--- config.mk ---
export PLATFORM = sky130hd
export DESIGN_NAME = chr_ctrl
export DESIGN_NICKNAME = d
export VERILOG_FILES = /design/src/rtl/core/chr_pkg.sv /design/src/rtl/core/chr_ctrl.sv
export SDC_FILE = /design/constraint.sdc
export NUM_CORES = 1
export LEC_CHECK = 0
export BUFFER_PORTS_ARGS = -buffer_cell sky130_fd_sc_hd__buf_2
export CORE_ASPECT_RATIO = 1.4
export CORE_UTILIZATION = 48
export CTS_CLUSTER_DIAMETER = 30
export CTS_CLUSTER_SIZE = 8
export DETAILED_ROUTE_END_ITERATION = 7
export PLACE_DENSITY = 0.8
export SLEW_MARGIN = 20
export SYNTH_ARGS = -nofsm -noshare
export SYNTH_HDL_FRONTEND = slang
export SYNTH_SLANG_ARGS = --single-unit
--- constraint.sdc ---
create_clock -name clk_i -period 2 [get_ports clk_i]
set_input_delay 0.3 -clock clk_i [delete_from_list [all_inputs] [get_ports clk_i]]
set_output_delay 0.3 -clock clk_i [all_outputs]
set_load 0.02 [all_outputs]
--- src/rtl/core/chr_pkg.sv ---
`default_nettype none

package chr_pkg;

  localparam int unsigned ENTRIES    = 16;
  localparam int unsigned LINE_CHARS = 64;

  localparam int unsigned MAX_STORED = LINE_CHARS - 1;
  localparam int unsigned SLOT_W     = (ENTRIES > 1) ? $clog2(ENTRIES) : 1;
  localparam int unsigned LEN_W      = $clog2(LINE_CHARS);
  localparam int unsigned CNT_W      = $clog2(ENTRIES + 1);
  localparam int unsigned ADDR_W     = $clog2(ENTRIES * LINE_CHARS);

  typedef enum logic [1:0] {
    OP_APPEND = 2'd0,
    OP_OLDER  = 2'd1,
    OP_NEWER  = 2'd2,
    OP_STOP   = 2'd3
  } op_e;

  typedef enum logic [1:0] {
    BS_HOLD   = 2'd0,
    BS_NEWEST = 2'd1,
    BS_DEC    = 2'd2,
    BS_INC    = 2'd3
  } bslot_op_e;

  typedef struct packed {
    logic [1:0] opcode;
    logic [7:0] char_code;
    logic       line_end;
  } in_item_t;

  typedef struct packed {
    logic [7:0] out_char;
    logic       found;
    logic       last_char;
  } out_item_t;

  typedef struct packed {
    logic      stage_wr;
    logic      stage_ovf;
    logic      stage_clr;
    logic      brw_set;
    logic      brw_clr;
    bslot_op_e bslot_op;
    logic      len_rd_newest;
    logic      len_rd_bslot;
    logic      idx_clr;
    logic      idx_inc;
    logic      cmp_rd;
    logic      cp_rd;
    logic      cp_wr;
    logic      commit;
    logic      str_rd;
    logic      out_char;
    logic      out_nf;
  } dp_cmd_t;

  typedef struct packed {
    logic cnt_zero;
    logic browsing;
    logic at_oldest;
    logic nxt_is_ws;
    logic stg_full;
    logic stg_empty;
    logic overlong;
    logic len_eq;
    logic len_zero;
    logic chr_eq;
    logic cmp_last;
    logic str_last;
    logic out_free;
  } dp_status_t;

endpackage

`default_nettype wire

--- src/rtl/core/chr_ctrl.sv ---
`default_nettype none

module chr_ctrl (
  input  wire                 clk_i,
  input  wire                 rst_ni,
  input  wire                 in_valid_i,
  output logic                in_ready_o,
  input  chr_pkg::in_item_t   in_data_i,
  input  chr_pkg::dp_status_t status_i,
  output chr_pkg::dp_cmd_t    cmd_o
);

  typedef enum logic [11:0] {
    ST_IDLE    = 12'b0000_0000_0001,
    ST_COMMIT  = 12'b0000_0000_0010,
    ST_CMP_LEN = 12'b0000_0000_0100,
    ST_CMP_RD  = 12'b0000_0000_1000,
    ST_CMP_CHK = 12'b0000_0001_0000,
    ST_CP_RD   = 12'b0000_0010_0000,
    ST_CP_WR   = 12'b0000_0100_0000,
    ST_BR_LEN  = 12'b0000_1000_0000,
    ST_BR_CHK  = 12'b0001_0000_0000,
    ST_STR_RD  = 12'b0010_0000_0000,
    ST_STR_OUT = 12'b0100_0000_0000,
    ST_NF      = 12'b1000_0000_0000
  } state_e;

  state_e state_q, state_d;
  logic   accept;

  assign in_ready_o = (state_q == ST_IDLE);
  assign accept     = in_valid_i && in_ready_o;

  always_comb begin
    state_d = state_q;
    cmd_o   = '0;
    cmd_o.bslot_op = chr_pkg::BS_HOLD;

    case (state_q)
      ST_IDLE: begin
        if (accept) begin
          case (in_data_i.opcode)
            chr_pkg::OP_APPEND: begin
              if (in_data_i.char_code != '0) begin
                if (status_i.stg_full) begin
                  cmd_o.stage_ovf = 1'b1;
                end else begin
                  cmd_o.stage_wr = 1'b1;
                end
              end
              if (in_data_i.line_end) begin
                state_d = ST_COMMIT;
              end
            end
            chr_pkg::OP_OLDER: begin
              if (status_i.cnt_zero) begin
                state_d = ST_NF;
              end else begin
                cmd_o.brw_set = 1'b1;
                if (!status_i.browsing) begin
                  cmd_o.bslot_op = chr_pkg::BS_NEWEST;
                end else if (!status_i.at_oldest) begin
                  cmd_o.bslot_op = chr_pkg::BS_DEC;
                end
                state_d = ST_BR_LEN;
              end
            end
            chr_pkg::OP_NEWER: begin
              if (!status_i.browsing) begin
                state_d = ST_NF;
              end else if (status_i.nxt_is_ws) begin
                cmd_o.brw_clr = 1'b1;
                state_d       = ST_NF;
              end else begin
                cmd_o.bslot_op = chr_pkg::BS_INC;
                state_d        = ST_BR_LEN;
              end
            end
            default: begin
              cmd_o.brw_clr = 1'b1;
            end
          endcase
        end
      end
      ST_COMMIT: begin
        cmd_o.idx_clr = 1'b1;
        if (status_i.stg_empty) begin
          cmd_o.stage_clr = 1'b1;
          state_d         = ST_IDLE;
        end else if (status_i.cnt_zero || status_i.overlong) begin
          state_d = ST_CP_RD;
        end else begin
          cmd_o.len_rd_newest = 1'b1;
          state_d             = ST_CMP_LEN;
        end
      end
      ST_CMP_LEN: begin
        state_d = status_i.len_eq ? ST_CMP_RD : ST_CP_RD;
      end
      ST_CMP_RD: begin
        cmd_o.cmp_rd = 1'b1;
        state_d      = ST_CMP_CHK;
      end
      ST_CMP_CHK: begin
        if (!status_i.chr_eq) begin
          cmd_o.idx_clr = 1'b1;
          state_d       = ST_CP_RD;
        end else if (status_i.cmp_last) begin
          cmd_o.stage_clr = 1'b1;
          state_d         = ST_IDLE;
        end else begin
          cmd_o.idx_inc = 1'b1;
          state_d       = ST_CMP_RD;
        end
      end
      ST_CP_RD: begin
        cmd_o.cp_rd = 1'b1;
        state_d     = ST_CP_WR;
      end
      ST_CP_WR: begin
        cmd_o.cp_wr = 1'b1;
        if (status_i.cmp_last) begin
          cmd_o.commit    = 1'b1;
          cmd_o.stage_clr = 1'b1;
          state_d         = ST_IDLE;
        end else begin
          cmd_o.idx_inc = 1'b1;
          state_d       = ST_CP_RD;
        end
      end
      ST_BR_LEN: begin
        cmd_o.len_rd_bslot = 1'b1;
        cmd_o.idx_clr      = 1'b1;
        state_d            = ST_BR_CHK;
      end
      ST_BR_CHK: begin
        state_d = status_i.len_zero ? ST_NF : ST_STR_RD;
      end
      ST_STR_RD: begin
        cmd_o.str_rd = 1'b1;
        state_d      = ST_STR_OUT;
      end
      ST_STR_OUT: begin
        if (status_i.out_free) begin
          cmd_o.out_char = 1'b1;
          if (status_i.str_last) begin
            state_d = ST_IDLE;
          end else begin
            cmd_o.idx_inc = 1'b1;
            state_d       = ST_STR_RD;
          end
        end
      end
      ST_NF: begin
        if (status_i.out_free) begin
          cmd_o.out_nf = 1'b1;
          state_d      = ST_IDLE;
        end
      end
      default: begin
        state_d = ST_IDLE;
      end
    endcase
  end

  always_ff @(posedge clk_i or negedge rst_ni) begin
    if (!rst_ni) begin
      state_q <= ST_IDLE;
    end else begin
      state_q <= state_d;
    end
  end

endmodule

`default_nettype wire

; Yosys cells after proc, flatten, opt, wreduce, memory -nomap -nowiden
; Cells that the tools add are included.
[word_totals]
wordCells = 84
ram_bits = 0
rom_bits = 0
mem_count = 0
input_bits = 27
regBits = 12
latch_bits = 0
[classes]
n_mul = 0
shifts = 0
eq_ne = 19
add_sub_neg = 0
muxes = 57
bitwise = 0
n_div = 0
order_cmp = 0
n_reduce_logical = 7
[op_table]
columns = op, n
row1 = 12-bit case mux with 12 select lines, 1
row2 = 12-bit two-way mux, 10
row3 = 12-bit case mux with 3 select lines, 1
row4 = 1-bit two-way mux, 23
row5 = 2-bit two-way mux, 9
row6 = 6-bit two-way mux, 3
row7 = "12-bit by 1-bit == test with 1-bit output, second input constant", 1
row8 = "12-bit by 10-bit == test with 1-bit output, second input constant", 1
row9 = "12-bit by 11-bit == test with 1-bit output, second input constant", 1
row10 = "12-bit == test, second input constant", 1
row11 = "12-bit by 2-bit == test with 1-bit output, second input constant", 1
row12 = "12-bit by 3-bit == test with 1-bit output, second input constant", 1
row13 = "12-bit by 4-bit == test with 1-bit output, second input constant", 1
row14 = "12-bit by 5-bit == test with 1-bit output, second input constant", 1
row15 = "12-bit by 6-bit == test with 1-bit output, second input constant", 1
row16 = "12-bit by 7-bit == test with 1-bit output, second input constant", 1
row17 = "12-bit by 8-bit == test with 1-bit output, second input constant", 1
row18 = "12-bit by 9-bit == test with 1-bit output, second input constant", 1
row19 = 4-bit two-way mux, 3
row20 = 10-bit two-way mux, 1
row21 = 8-bit nonzero test, 1
row22 = 1-bit case mux with 3 select lines, 2
row23 = 5-bit AND reduction, 1
row24 = "2-bit inequality test, second input constant", 2
row25 = other kinds (12), 14

; Logic depth before layout (Yosys ltp)
[logic_depth]
ltp_word = 6
ltp_mapped = 7
depth_no_buf = 7

; Worst setup path after synthesis
; No wires, ideal clock.
[synth_path]
kind = register to output
startpoint = register state_q[5]
endpoint = output cmd_o[12] (netlist name)
path_buffers = 1
path_stages_with_launch = 7
t_arrival_ns = 1.872
path_slack_ns = -0.172
cell_sequence = dfrtp_1 > buf_6 > nor4_4 > nand3_1 > inv_2 > nand2_4 > a2111oi_2
[synth_lines]
columns = element, line_no
row1 = from (decl), chr_ctrl.sv:28  ; state_e state_q, state_d;
row2 = from (signal assigned), chr_ctrl.sv:170  ; state_q <= state_d;
row3 = to (decl), chr_ctrl.sv:10  ; output chr_pkg::dp_cmd_t cmd_o

==> results.sh <==
export IMPL_drv_cap=0
export IMPL_period_needed_ps=2210
export IMPL_ys_ff_latch=12
export IMPL_synth_async_reset_ratio=1.00
export IMPL_clock_sinks=12
export IMPL_largest_register="state_q"
export IMPL_worst_pin_slew_ps=633
export IMPL_clockRootBuffer="clkbuf_4"
export IMPL_min_to="state_q[2]$_DFFE_PN0P_"
export IMPL_grt_pass1_wl_mm=6.88
export IMPL_largestRegisters="state_q (12)"
export IMPL_rrSetupSlack_ps=10
export IMPL_fin_area_sq_um=1970
export IMPL_antenna_cells=0
export IMPL_first_global_vias=1558
export IMPL_final_cell_mix="buf_4, buf_2, buf_6, inv_1, dfrtp_1"
export IMPL_synth_area_sq_um=1110
export IMPL_crit_required_ps=1700
export IMPL_p_leak_uw=0.000953
export IMPL_drtIter0Drc=120
export IMPL_start_util=0.510
export IMPL_fin_ws_ps=-208
export IMPL_slew_headroom=0.573
export IMPL_viasPerCell=6.31
export IMPL_violations="setup timing"
export IMPL_critical_path_class="reg -> out"
export IMPL_endpoint_kind="primary output"
export IMPL_ys_types=48
export IMPL_route_detailed_drc=0
export IMPL_fmaxAchievable_ghz=0.453
export IMPL_ant_nets=0
export IMPL_routed_wl_mm=4.81
export IMPL_insertion_delay_ps=300
export IMPL_drv_slew=0
export IMPL_r2r_end="state_q[5]$_DFFE_PN0P_"
export IMPL_rows=20
export IMPL_design_core_area_sq_um=2180
export IMPL_run_status="finished with violations"
export IMPL_dr_pass1_iters=4
export IMPL_ir_drop_mv=0.762
export IMPL_worstHoldStart="status_i[6]"
export IMPL_grt_usage=0.362
export IMPL_dieArea_sq_um=2510
export IMPL_synthCells=139
export IMPL_timing_hold_violations_final=0
export IMPL_rr_startpoint="state_q[10]$_DFFE_PN0P_"
export IMPL_rr_worst_depth=10
export IMPL_finalSetupTns_ps=-1840
export IMPL_p_per_area_nw_per_um2=960
export IMPL_fin_nets=257
export IMPL_largest_reg_flops=12
export IMPL_routed_via_count=1566
export IMPL_gp_congestion=0.876
export IMPL_area_growth_pct=77.4
export IMPL_grt_max_degree=13
export IMPL_io_buffers=45
export IMPL_fp_dieW_microns=42.7
export IMPL_place_area_sq_um=1510
export IMPL_drive_gt1_frac=0.549
export IMPL_grt_setup_unrepaired="yes"
export IMPL_cts_tree="yes"
export IMPL_critPathMaxFanout=4
export IMPL_hold_depth=2
export IMPL_cp_start_kind="register"
export IMPL_dp_hpwl_mm=2.68
export IMPL_synth_edf_count=0
export IMPL_hp_class="in -> reg"
export IMPL_clk_pin_slew_ps=90
export IMPL_synth_top_flop_cell="dfrtp_1"
export IMPL_routedWlPerCell_microns=19.4
export IMPL_final_common_cell="buf_4"
export IMPL_yosysWarnings=0
export IMPL_setup_viol=18
export IMPL_skew_ps=2.82
export IMPL_antenna_found_initial=0
export IMPL_cts_max_level=1
export IMPL_worst_ep_arrival_time_ps=1910
export IMPL_avgSynthCellArea_sq_um=7.99
export IMPL_grt_ovfl_total=0
export IMPL_io_pins=46
export IMPL_syn_num_nets=169
export IMPL_ys_seq_area_frac=0.271
export IMPL_cts_buffers=3
export IMPL_die_h_microns=58.9
export IMPL_final_period_utilization=1.10
export IMPL_totalPowerFinal_uw=1890
export IMPL_clockBufferDepth=2
report_power, final:
| part | internal [uW] | switching, uW | leakage [uW] |
|---|---|---|---|
| Sequential | 280 | 41.1 | 0.000160 |
| Clock | 111 | 102 | 0.0000210 |
| Combinational | 672 | 685 | 0.000772 |
stage by stage:
stage,std cells,util,setup WS (ps),hold WS [ps]
detailed placement,220,0.693,-13.7,199
floorplan,139,-,-128,4.41
global placement,220,0.693,80.1,191
CTS,241,0.832,-165,191
finish,248,0.905,-208,189
global route,248,0.905,-287,191
worst max-delay path, cell delays in order (launching register included):
cell     delay, ps
dfrtp_1        400
nor4_2         270
buf_4          180
and2_4         160
nand4_1        170
a21oi_2        200
a21o_1         110
buf_6          110
metal layers:
layer	up-vias	GRT usage	part of all wire
li1	693	-	-
met1	754	0.368	0.37
met2	99	0.658	0.53
met3	20	0.0491	0.053
met4	0	0.268	0.042
met5	-	0	0
synthesized netlist by cell type, drive strengths merged, types with 4 or more instances:
| library cell | n | share of area |
|---|---|---|
| dfrtp | 11 | 0.25 |
| nand2 | 11 | 0.046 |
| nor4 | 11 | 0.087 |
| o21ai | 11 | 0.050 |
| inv | 10 | 0.034 |
| nor3 | 9 | 0.041 |
| nor2 | 8 | 0.027 |
| nand3 | 7 | 0.032 |
| and2 | 5 | 0.030 |
| nand2b | 5 | 0.028 |
| o211ai | 4 | 0.027 |
layout make-up:
cell class	instances	area, sq um
clock buffer	4	36.3
fill	94	206
inverter	10	37.5
multi-input combinational	113	930
sequential	12	304
tap	22	27.5
timing repair buffer	87	636
repair_timing:
item | 4_1_cts | 5_1_grt
resized for setup | 39 | 19
endpoints found under the hold margin | 11 | 0
hold buffers | 1 | 0
setup buffers | 16 | 11
endpoints found under the setup margin | 18 | 21
pin swaps | 13 | 8
cell families (layout without fill, tap and decap cells):
logic type,count (synthesis),after routing,synth area share
DFF,12,12,0.271
AOI/OAI and AO/OA,30,30,0.182
xor gates and xnor gates,2,2,0.0158
adders and majority gates,3,3,0.0338
and+or+nand+nor,76,76,0.420
buffers and inverters,14,101,0.0574
muxes,2,2,0.0191
worst max-delay path by stage:
stage	start	end	slack, ps	depth (start not counted)
floorplan	state_q[5]$_DFFE_PN0P_	cmd_o[16]	-130	6
global placement	state_q[8]$_DFFE_PN0P_	cmd_o[7]	80	7
detailed placement	state_q[0]$_DFFE_PN1P_	cmd_o[12]	-10	6
CTS	state_q[10]$_DFFE_PN0P_	cmd_o[7]	-160	7
global route	state_q[10]$_DFFE_PN0P_	cmd_o[7]	-290	7
finish	state_q[10]$_DFFE_PN0P_	cmd_o[7]	-210	7
Note: power is estimated with default switching activity, not from simulation.
